### config.mk
export PLATFORM = sky130hd
export DESIGN_NAME = wlse_ctrl
export DESIGN_NICKNAME = d
export VERILOG_FILES = /design/src/design/wlse_pkg.sv /design/src/design/wlse_ctrl.sv
export SDC_FILE = /design/constraint.sdc
export NUM_CORES = 1
export LEC_CHECK = 0
export BUFFER_PORTS_ARGS = -buffer_cell sky130_fd_sc_hd__buf_2
export CAP_MARGIN = 20
export CELL_PAD_IN_SITES_DETAIL_PLACEMENT = 2
export CELL_PAD_IN_SITES_GLOBAL_PLACEMENT = 2
export CORE_ASPECT_RATIO = 0.8
export CORE_MARGIN = 2
export CORE_UTILIZATION = 36
export DETAILED_ROUTE_END_ITERATION = 7
export PLACE_DENSITY_LB_ADDON = 0.1
export SYNTH_ARGS = -nofsm -noshare
export SYNTH_HDL_FRONTEND = slang
export SYNTH_SLANG_ARGS = --single-unit
### constraint.sdc
create_clock -name i_clk -period 4.24 [get_ports i_clk]
set_input_delay 0.636 -clock i_clk [delete_from_list [all_inputs] [get_ports i_clk]]
set_output_delay 0.636 -clock i_clk [all_outputs]
set_load 0.03 [all_outputs]
### src/design/wlse_pkg.sv
package wlse_pkg;

    localparam int CORDIC_MAX = 24;
    localparam int CW = 34;
    localparam logic signed [CW-1:0] HALF_PI_30 = 34'sd1686629713;
    localparam logic signed [CW-1:0] PI_30 = 34'sd3373259426;
    localparam logic signed [CW-1:0] GAIN_30 = 34'sd652032874;

    localparam logic REG_RADIUS = 1'b0;
    localparam logic REG_PERIOD = 1'b1;

    typedef enum logic [3:0] {
        OP_NONE, OP_LOAD, OP_WINIT, OP_WSTEP, OP_CINIT, OP_CSTEP, OP_MUL, OP_MSAT,
        OP_SPEED, OP_LEFT, OP_RIGHT, OP_POS, OP_POSFIN, OP_OUT
    } t_op;

    typedef struct packed {
        t_op        op;
        logic [4:0] step;
        logic       wsrc;   // 0: leg angle + pitch, 1: mean angle + pitch
    } t_cmd;

    typedef struct packed {
        logic side;
        logic ok;
        logic out_busy;
    } t_stat;

    function automatic logic signed [CW-1:0] atan_q30(input logic [4:0] i);
        case (i)
            5'd0:  atan_q30 = 34'sd843314856;
            5'd1:  atan_q30 = 34'sd497837829;
            5'd2:  atan_q30 = 34'sd263043836;
            5'd3:  atan_q30 = 34'sd133525158;
            5'd4:  atan_q30 = 34'sd67021686;
            5'd5:  atan_q30 = 34'sd33543515;
            5'd6:  atan_q30 = 34'sd16775850;
            5'd7:  atan_q30 = 34'sd8388437;
            5'd8:  atan_q30 = 34'sd4194282;
            5'd9:  atan_q30 = 34'sd2097149;
            5'd10: atan_q30 = 34'sd1048575;
            5'd11: atan_q30 = 34'sd524287;
            5'd12: atan_q30 = 34'sd262143;
            5'd13: atan_q30 = 34'sd131071;
            5'd14: atan_q30 = 34'sd65535;
            5'd15: atan_q30 = 34'sd32767;
            5'd16: atan_q30 = 34'sd16383;
            5'd17: atan_q30 = 34'sd8191;
            5'd18: atan_q30 = 34'sd4095;
            5'd19: atan_q30 = 34'sd2047;
            5'd20: atan_q30 = 34'sd1023;
            5'd21: atan_q30 = 34'sd511;
            5'd22: atan_q30 = 34'sd255;
            5'd23: atan_q30 = 34'sd127;
            default: atan_q30 = '0;
        endcase
    endfunction

    function automatic logic signed [31:0] sat32(input logic signed [67:0] x);
        if (x > 68'sd2147483647) begin
            sat32 = 32'sh7FFFFFFF;
        end else if (x < -68'sd2147483648) begin
            sat32 = 32'sh80000000;
        end else begin
            sat32 = x[31:0];
        end
    endfunction

endpackage

### src/design/wlse_ctrl.sv
module wlse_ctrl #(
    parameter int WSTEPS = 17,
    parameter int CSTEPS = 16
) (
    input  logic           i_clk,
    input  logic           i_rst_n,
    input  logic           i_in_valid,
    output logic           o_in_ready,
    input  wlse_pkg::t_stat i_stat,
    output wlse_pkg::t_cmd  o_cmd
);
    import wlse_pkg::*;

    typedef enum logic [12:0] {
        S_IDLE   = 13'b0000000000001,
        S_WINIT  = 13'b0000000000010,
        S_WSTEP  = 13'b0000000000100,
        S_CINIT  = 13'b0000000001000,
        S_CSTEP  = 13'b0000000010000,
        S_MUL    = 13'b0000000100000,
        S_MSAT   = 13'b0000001000000,
        S_SPEED  = 13'b0000010000000,
        S_LEFT   = 13'b0000100000000,
        S_RIGHT  = 13'b0001000000000,
        S_POS    = 13'b0010000000000,
        S_POSFIN = 13'b0100000000000,
        S_OUT    = 13'b1000000000000
    } t_state;

    t_state r_state, n_state;
    logic [4:0] r_cnt, n_cnt;
    logic r_phase, n_phase;

    always_ff @(posedge i_clk) begin
        if (!i_rst_n) begin
            r_state <= S_IDLE;
            r_cnt   <= '0;
            r_phase <= 1'b0;
        end else begin
            r_state <= n_state;
            r_cnt   <= n_cnt;
            r_phase <= n_phase;
        end
    end

    assign o_in_ready = (r_state == S_IDLE);

    always_comb begin
        n_state = r_state;
        n_cnt   = r_cnt;
        n_phase = r_phase;
        o_cmd.op   = OP_NONE;
        o_cmd.step = r_cnt;
        o_cmd.wsrc = r_phase;
        case (r_state)
            S_IDLE: begin
                if (i_in_valid) begin
                    o_cmd.op = OP_LOAD;
                    n_phase  = 1'b0;
                    n_state  = S_WINIT;
                end
            end
            S_WINIT: begin
                o_cmd.op = OP_WINIT;
                n_cnt    = 5'(WSTEPS - 1);
                n_state  = S_WSTEP;
            end
            S_WSTEP: begin
                o_cmd.op = OP_WSTEP;
                if (r_cnt == 5'd0) begin
                    n_state = r_phase ? S_POS : S_CINIT;
                end else begin
                    n_cnt = r_cnt - 5'd1;
                end
            end
            S_CINIT: begin
                o_cmd.op = OP_CINIT;
                n_cnt    = '0;
                n_state  = S_CSTEP;
            end
            S_CSTEP: begin
                o_cmd.op = OP_CSTEP;
                if (r_cnt == 5'(CSTEPS - 1)) begin
                    n_cnt   = '0;
                    n_state = S_MUL;
                end else begin
                    n_cnt = r_cnt + 5'd1;
                end
            end
            S_MUL: begin
                o_cmd.op = OP_MUL;
                n_state  = S_MSAT;
            end
            S_MSAT: begin
                o_cmd.op = OP_MSAT;
                if (r_cnt == 5'd3) begin
                    n_state = S_SPEED;
                end else begin
                    n_cnt   = r_cnt + 5'd1;
                    n_state = S_MUL;
                end
            end
            S_SPEED: begin
                o_cmd.op = OP_SPEED;
                n_state  = i_stat.side ? S_RIGHT : S_LEFT;
            end
            S_LEFT: begin
                o_cmd.op = OP_LEFT;
                n_state  = S_IDLE;
            end
            S_RIGHT: begin
                o_cmd.op = OP_RIGHT;
                n_phase  = 1'b1;
                n_state  = i_stat.ok ? S_WINIT : S_OUT;
            end
            S_POS: begin
                o_cmd.op = OP_POS;
                n_state  = S_POSFIN;
            end
            S_POSFIN: begin
                o_cmd.op = OP_POSFIN;
                n_state  = S_OUT;
            end
            S_OUT: begin
                if (!i_stat.out_busy) begin
                    o_cmd.op = OP_OUT;
                    n_state  = S_IDLE;
                end
            end
            default: begin
                n_state = S_IDLE;
            end
        endcase
    end

endmodule

==> run_results.csv, run 1 <==
group,metric,value,unit
run_status,status,"complete, no violations",
sta,relSlewSlack,0.571,
worst_setup_path,ff2ff_path_depth,5,
worst_setup_path,critical_path_class,"reg -> out",
placed_design,dpl.hpwl,3810,um
pwr,power,0.452,mW
worst_setup_path,required,3.60,ns
global_route,grt-ovfl-total,0,
min_path,min_to,"r_state[3]",
logic_synthesis,synthFlopType,"dfxtp_1",
logic_synthesis,synth_cells,195,
cts,ctsLongestPathBuffers,2,
cells_and_area,layout-drive-gt1-share,0.173,
pwr,leakagePower,0.637,nW
worst_setup_path,critPathCaptureType,"output pin",
floorplan,coreArea,3880,um^2
placed_design,place_ws,1.42,ns
worst_setup_path,cp_slowest_cell,"nor4_1",
cts,cts_tree,"done",
cells_and_area,area_growth,9.12,%
min_path,whs_path_depth,1,
logic_synthesis,yosysTopAreaCell,"dfxtp_1",
job,cap_violations,0,
cts,post_cts_resize_count,0,
worst_setup_path,slowest_delay,0.65,ns
placed_design,placed_cell_area,1590,um^2
floorplan,start_util,0.385,
worst_setup_path,r2r-start,"r_state[2]",
min_path,hold_class,"reg -> reg",
floorplan,die_area,4690,um^2
cells_and_area,diodes,0,
detailed_routing,routed_wl,4870,um
floorplan,ios,17,
placed_design,io_buffers,16,
sta,worstMarginPinSlew,0.638,ns
detailed_routing,dr.pass1.iters,4,
pwr,ir_worst_vdd,0.150,mV
logic_synthesis,synth_async_sr_flop_share,0,
cells_and_area,nNetsFinal,214,
logic_synthesis,synth_top_area_frac,0.254,
cells_and_area,final_cell_mix,"nor2_1 (24), nand2_1 (19), dfxtp_1 (19)",
global_route,grt_pass1_vias,1429,
sta,setup_ws,1.13,ns
sta,setup_viol,0,
sta,period_share,0.734,
sta,finalSetupTns,0,ns
floorplan,fp.dieH,61.6,um
pwr,powerDensity,277,nW/um^2
cts,cts_sinks,19,
cts,htreeDepth,1,
floorplan,rows,20,
logic_synthesis,syn-cell-area,1500,um^2
cells_and_area,regArea,380,um^2
floorplan,die_w,76.1,um
cts,cts_setup_buffers,0,
placed_design,gp_congestion,0.871,
worst_setup_path,setup.worst_path.start_class,"flop",
min_path,min_from,"r_phase",
sta,finalHoldViolCount,0,
cts,cts_root_buffer,"clkbuf_8",
cts,clock_latency,0.26,ns
global_route,grt_pass1_wl,8080,um
worst_setup_path,rrSetupSlack,1.90,ns
global_route,antenna_found_initial,0,
cells_and_area,finish.instance_area,1630,um^2
logic_synthesis,synth_cell_types,52,
sta,rsz0062_at_grt,"no",
detailed_routing,drc,0,
global_route,grt_max_degree,16,
worst_setup_path,path_cells,"nor4_1 > nand2_1 > o41ai_1 > a211o_1 > buf_2",
sta,maxSlewViolCount,0,
cells_and_area,final_common_cell,"nor2_1",
sta,finalClockSkew,0.00237,ns
logic_synthesis,synth_edf_count,0,
cells_and_area,multiInputGateArea,1010,um^2
logic_synthesis,synth.yosys.seq_area_share,0.254,
detailed_routing,drt-initial-drc-count,68,
worst_setup_path,r2r-end,"r_cnt[3]",
logic_synthesis,avgSynthCellArea,7.67,um^2
logic_synthesis,synthTopCellsByArea,"dfxtp_1 (25%), nor2_1 (6.0%), nand2_1 (4.8%)",
logic_synthesis,ys_seq_elements,19,
worst_setup_path,crit_arrival,2.48,ns
logic_synthesis,synth_warnings,0,
sta,fmax,321,MHz
cts,numCtsBuffers,3,
worst_setup_path,path_max_fanout,15,
logic_synthesis,syn-num-nets,206,
cts,cts_hold_buf,0,
global_route,grt_usage,0.223,
detailed_routing,ant_nets,0,
cells_and_area,fill_cells,457,
cts,path_clk_slew,0.08,ns
detailed_routing,wl_per_cell,18.9,um
sta,layout_min_cycle_time,3.11,ns
detailed_routing,vias,1461,
detailed_routing,viasPerCell,5.68,
## stage by stage
stage | std cells | util | hold WS [ns]
2_1_floorplan | 195 | - | 0.422
3_3_place_gp | 253 | 0.409 | 0.481
3_5_place_dp | 253 | 0.409 | 0.487
4_1_cts | 257 | 0.421 | 0.500
5_1_grt | 257 | 0.421 | 0.535
6_report | 257 | 0.421 | 0.499
## critical path, delay by kind of cell (launching register included)
kind / cells / cell delay, ns
AOI/OAI and AO/OA: 2 / 0.66
buffers and inverters: 1 / 0.19
DFF: 1 / 0.47
and+or+nand+nor: 2 / 0.89
## layout make-up
type / count / area share
clock buffer: 3 / 0.0253
clock inverter: 1 / 0.00307
inverter: 13 / 0.0299
multi-input combinational: 150 / 0.617
sequential: 19 / 0.233
tap: 55 / 0.0422
timing repair buffer: 16 / 0.0491
## synth_stat cells (2+ instances only)
| cell type | instances |
|---|---|
| nand3_1 | 8 |
| inv_1 | 13 |
| o32ai_2 | 2 |
| nor4b_1 | 3 |
| clkbuf_2 | 2 |
| clkbuf_1 | 7 |
| dfxtp_1 | 19 |
| nor2_1 | 24 |
| nor2b_1 | 3 |
| a21oi_1 | 12 |
| a211o_1 | 2 |
| buf_2 | 3 |
| ha_1 | 5 |
| nor4_1 | 6 |
| nand2b_1 | 5 |
| o22ai_1 | 3 |
| nor3_1 | 8 |
| nor4_4 | 3 |
| nand2_1 | 19 |
| xnor2_1 | 4 |
| nand4_1 | 3 |
| o21ai_0 | 8 |
| nand3b_1 | 4 |
## state kept, by name, summed over array words and instances, names as in the netlist
| register | cells |
|---|---|
| r_state | 13 |
| r_cnt | 5 |
| r_phase | 1 |
## layer usage
metal	share of wire	GRT usage	up-vias	routed length, um
li1	-	-	710	-
met5	0	0	-	0
met3	0.017	0.0323	2	81
met1	0.55	0.344	739	2660
met2	0.43	0.343	10	2110
met4	0.0031	0.0234	0	15
## where the power goes
part / switching (mW) / internal, mW / leakage [nW]
logic: 0.0726 / 0.0438 / 0.458
clock network: 0.0666 / 0.0654 / 0.0255
registers: 0.0188 / 0.184 / 0.154
## logic make-up (layout without fill, tap and decap cells)
| group | Yosys count | in the layout | synth area share |
|---|---|---|---|
| AOI/OAI and AO/OA | 41 | 41 | 0.200 |
| xor gates and xnor gates | 5 | 5 | 0.0293 |
| adders and majority gates | 5 | 5 | 0.0418 |
| buffers and inverters | 26 | 33 | 0.0720 |
| DFF | 19 | 19 | 0.254 |
| muxes | 2 | 2 | 0.0142 |
| and+or+nand+nor | 97 | 97 | 0.388 |
## how the worst max path moves through the flow
stage          slack (ns)       end        from  cells after the start
6_report             1.13  o_cmd[6]  r_state[4]                      5
4_1_cts              1.12  o_cmd[6]  r_state[4]                      5
5_1_grt              0.91  o_cmd[6]  r_state[4]                      5
2_1_floorplan        1.58  o_cmd[6]  r_state[5]                      7
3_3_place_gp         1.51  o_cmd[6]  r_state[4]                      5
3_5_place_dp         1.42  o_cmd[6]  r_state[4]                      5
(Power assumes the default switching activity.)
==> run 2, diff against run 1 <==
--- a/config.mk
+++ b/config.mk
@@ -11,7 +11,7 @@
 export CELL_PAD_IN_SITES_GLOBAL_PLACEMENT = 2
 export CORE_ASPECT_RATIO = 0.8
 export CORE_MARGIN = 2
-export CORE_UTILIZATION = 36
+export CORE_UTILIZATION = 34
 export DETAILED_ROUTE_END_ITERATION = 7
 export PLACE_DENSITY_LB_ADDON = 0.1
 export SYNTH_ARGS = -nofsm -noshare
==> constraint.sdc (replaced) <==
create_clock -name i_clk -period 3.2 [get_ports i_clk]
set_input_delay 0.48 -clock i_clk [delete_from_list [all_inputs] [get_ports i_clk]]
set_output_delay 0.48 -clock i_clk [all_outputs]
set_load 0.03 [all_outputs]
==> run_results.csv, run 2 (same netlist as run 1, synthesis figures left out) <==
group,metric,value,unit
cts,cts_hold_buf,0,
pwr,powerDensity,366,nW/um^2
placed_design,io_buffers,16,
cts,clock_latency,0.26,ns
cells_and_area,diodes,0,
sta,period_share,0.935,
cts,cts_setup_buffers,0,
cells_and_area,top_regs,"r_state (13), r_cnt (5), r_phase (1)",
worst_setup_path,crit_arrival,2.51,ns
placed_design,place_ws,0.585,ns
detailed_routing,drt-initial-drc-count,58,
detailed_routing,vias,1418,
cells_and_area,area_growth,9.29,%
pwr,ir_worst_vdd,0.280,mV
sta,finalSetupTns,0,ns
cts,post_cts_resize_count,0,
job,cap_violations,0,
cts,cts_root_buffer,"clkbuf_8",
cts,numCtsBuffers,3,
cells_and_area,final_util,0.389,
detailed_routing,drc,0,
global_route,grt_usage,0.204,
cts,cts_sinks,19,
floorplan,start_util,0.356,
cts,cts_tree,"done",
detailed_routing,wl_per_cell,18.3,um
cells_and_area,final_common_cell,"nor2_1",
global_route,grt-ovfl-total,0,
cells_and_area,fin_cells,259,
cells_and_area,largest_reg_flops,13,
cells_and_area,regMostFlops,"r_state",
sta,maxSlewViolCount,0,
global_route,grt_max_degree,16,
placed_design,dpl.hpwl,3760,um
run_status,status,"complete, no violations",
floorplan,die_area,4950,um^2
worst_setup_path,path_max_fanout,15,
global_route,grt_pass1_wl,7970,um
worst_setup_path,required,2.72,ns
detailed_routing,dr.pass1.iters,4,
pwr,leakagePower,0.637,nW
placed_design,dpl.cell_count,255,
cells_and_area,finish.instance_area,1630,um^2
global_route,antenna_found_initial,0,
min_path,hold_class,"in -> reg",
sta,fmax,334,MHz
floorplan,fp.dieH,63.3,um
sta,rsz0062_at_grt,"no",
detailed_routing,ant_nets,0,
sta,layout_min_cycle_time,2.99,ns
global_route,grt_pass1_vias,1499,
cts,path_clk_slew,0.08,ns
sta,setup_ws,0.209,ns
cells_and_area,final_cell_mix,"nor2_1 (24), nand2_1 (19), dfxtp_1 (19)",
cts,htreeDepth,1,
sta,finalHoldViolCount,0,
placed_design,gp_congestion,0.772,
pwr,power,0.598,mW
sta,whs,0.398,ns
worst_setup_path,critPathCaptureType,"output pin",
detailed_routing,routed_wl,4750,um
placed_design,placed_cell_area,1590,um^2
cells_and_area,layout-drive-gt1-share,0.173,
detailed_routing,viasPerCell,5.47,
floorplan,die_w,78.1,um
worst_setup_path,critical_path_class,"reg -> out",
worst_setup_path,setup.worst_path.start_class,"flop",
cts,ctsLongestPathBuffers,2,
cells_and_area,nNetsFinal,214,
sta,finalClockSkew,0.00352,ns
floorplan,rows,21,
sta,worstMarginPinSlew,0.648,ns
floorplan,ios,17,
sta,relSlewSlack,0.564,
sta,setup_viol,0,
floorplan,coreArea,4200,um^2
## run 2: cell counts in the layout (fill, tap and decap cells not counted)
No cell type changed its count.
## run 2: metal layers
layer  up-vias  GRT usage  share of wire
li1        714          -              -
met1       685      0.313           0.54
met2        17      0.303           0.42
met3         2     0.0372          0.035
met4         0     0.0263         0.0036
met5         -          0              0
## run 2: path summary, 6_finish.rpt
kind              start          to  slack, ns  depth (start not counted)
max          r_state[4]    o_cmd[6]       0.21                          5
min           i_stat[2]  r_state[8]       0.40                          2
max reg2reg  r_state[2]  r_state[5]       0.94                          6
min reg2reg     r_phase  r_state[3]       0.49                          1
## run 2: layout make-up
class | instances | area, um^2
Clock buffer | 3 | 41.3
Inverter | 13 | 48.8
Clock inverter | 1 | 5.00
Sequential cell | 19 | 380
Multi-Input combinational cell | 150 | 1010
Timing Repair Buffer | 16 | 80.1
Tap cell | 57 | 71.3
Fill cell | 519 | 2570
## run 2: worst max-delay path, stage by stage, from the launching register on
cell	delay, ns
dfxtp_1	0.47
nor4_1	0.66
nand2_1	0.25
o41ai_1	0.50
a211o_1	0.18
buf_2	0.19
## run 2: power breakdown
part           switching (mW)  internal [mW]  total [mW]
Combinational          0.0962         0.0580       0.154
Sequential             0.0236          0.244       0.268
Clock                  0.0894         0.0868       0.176
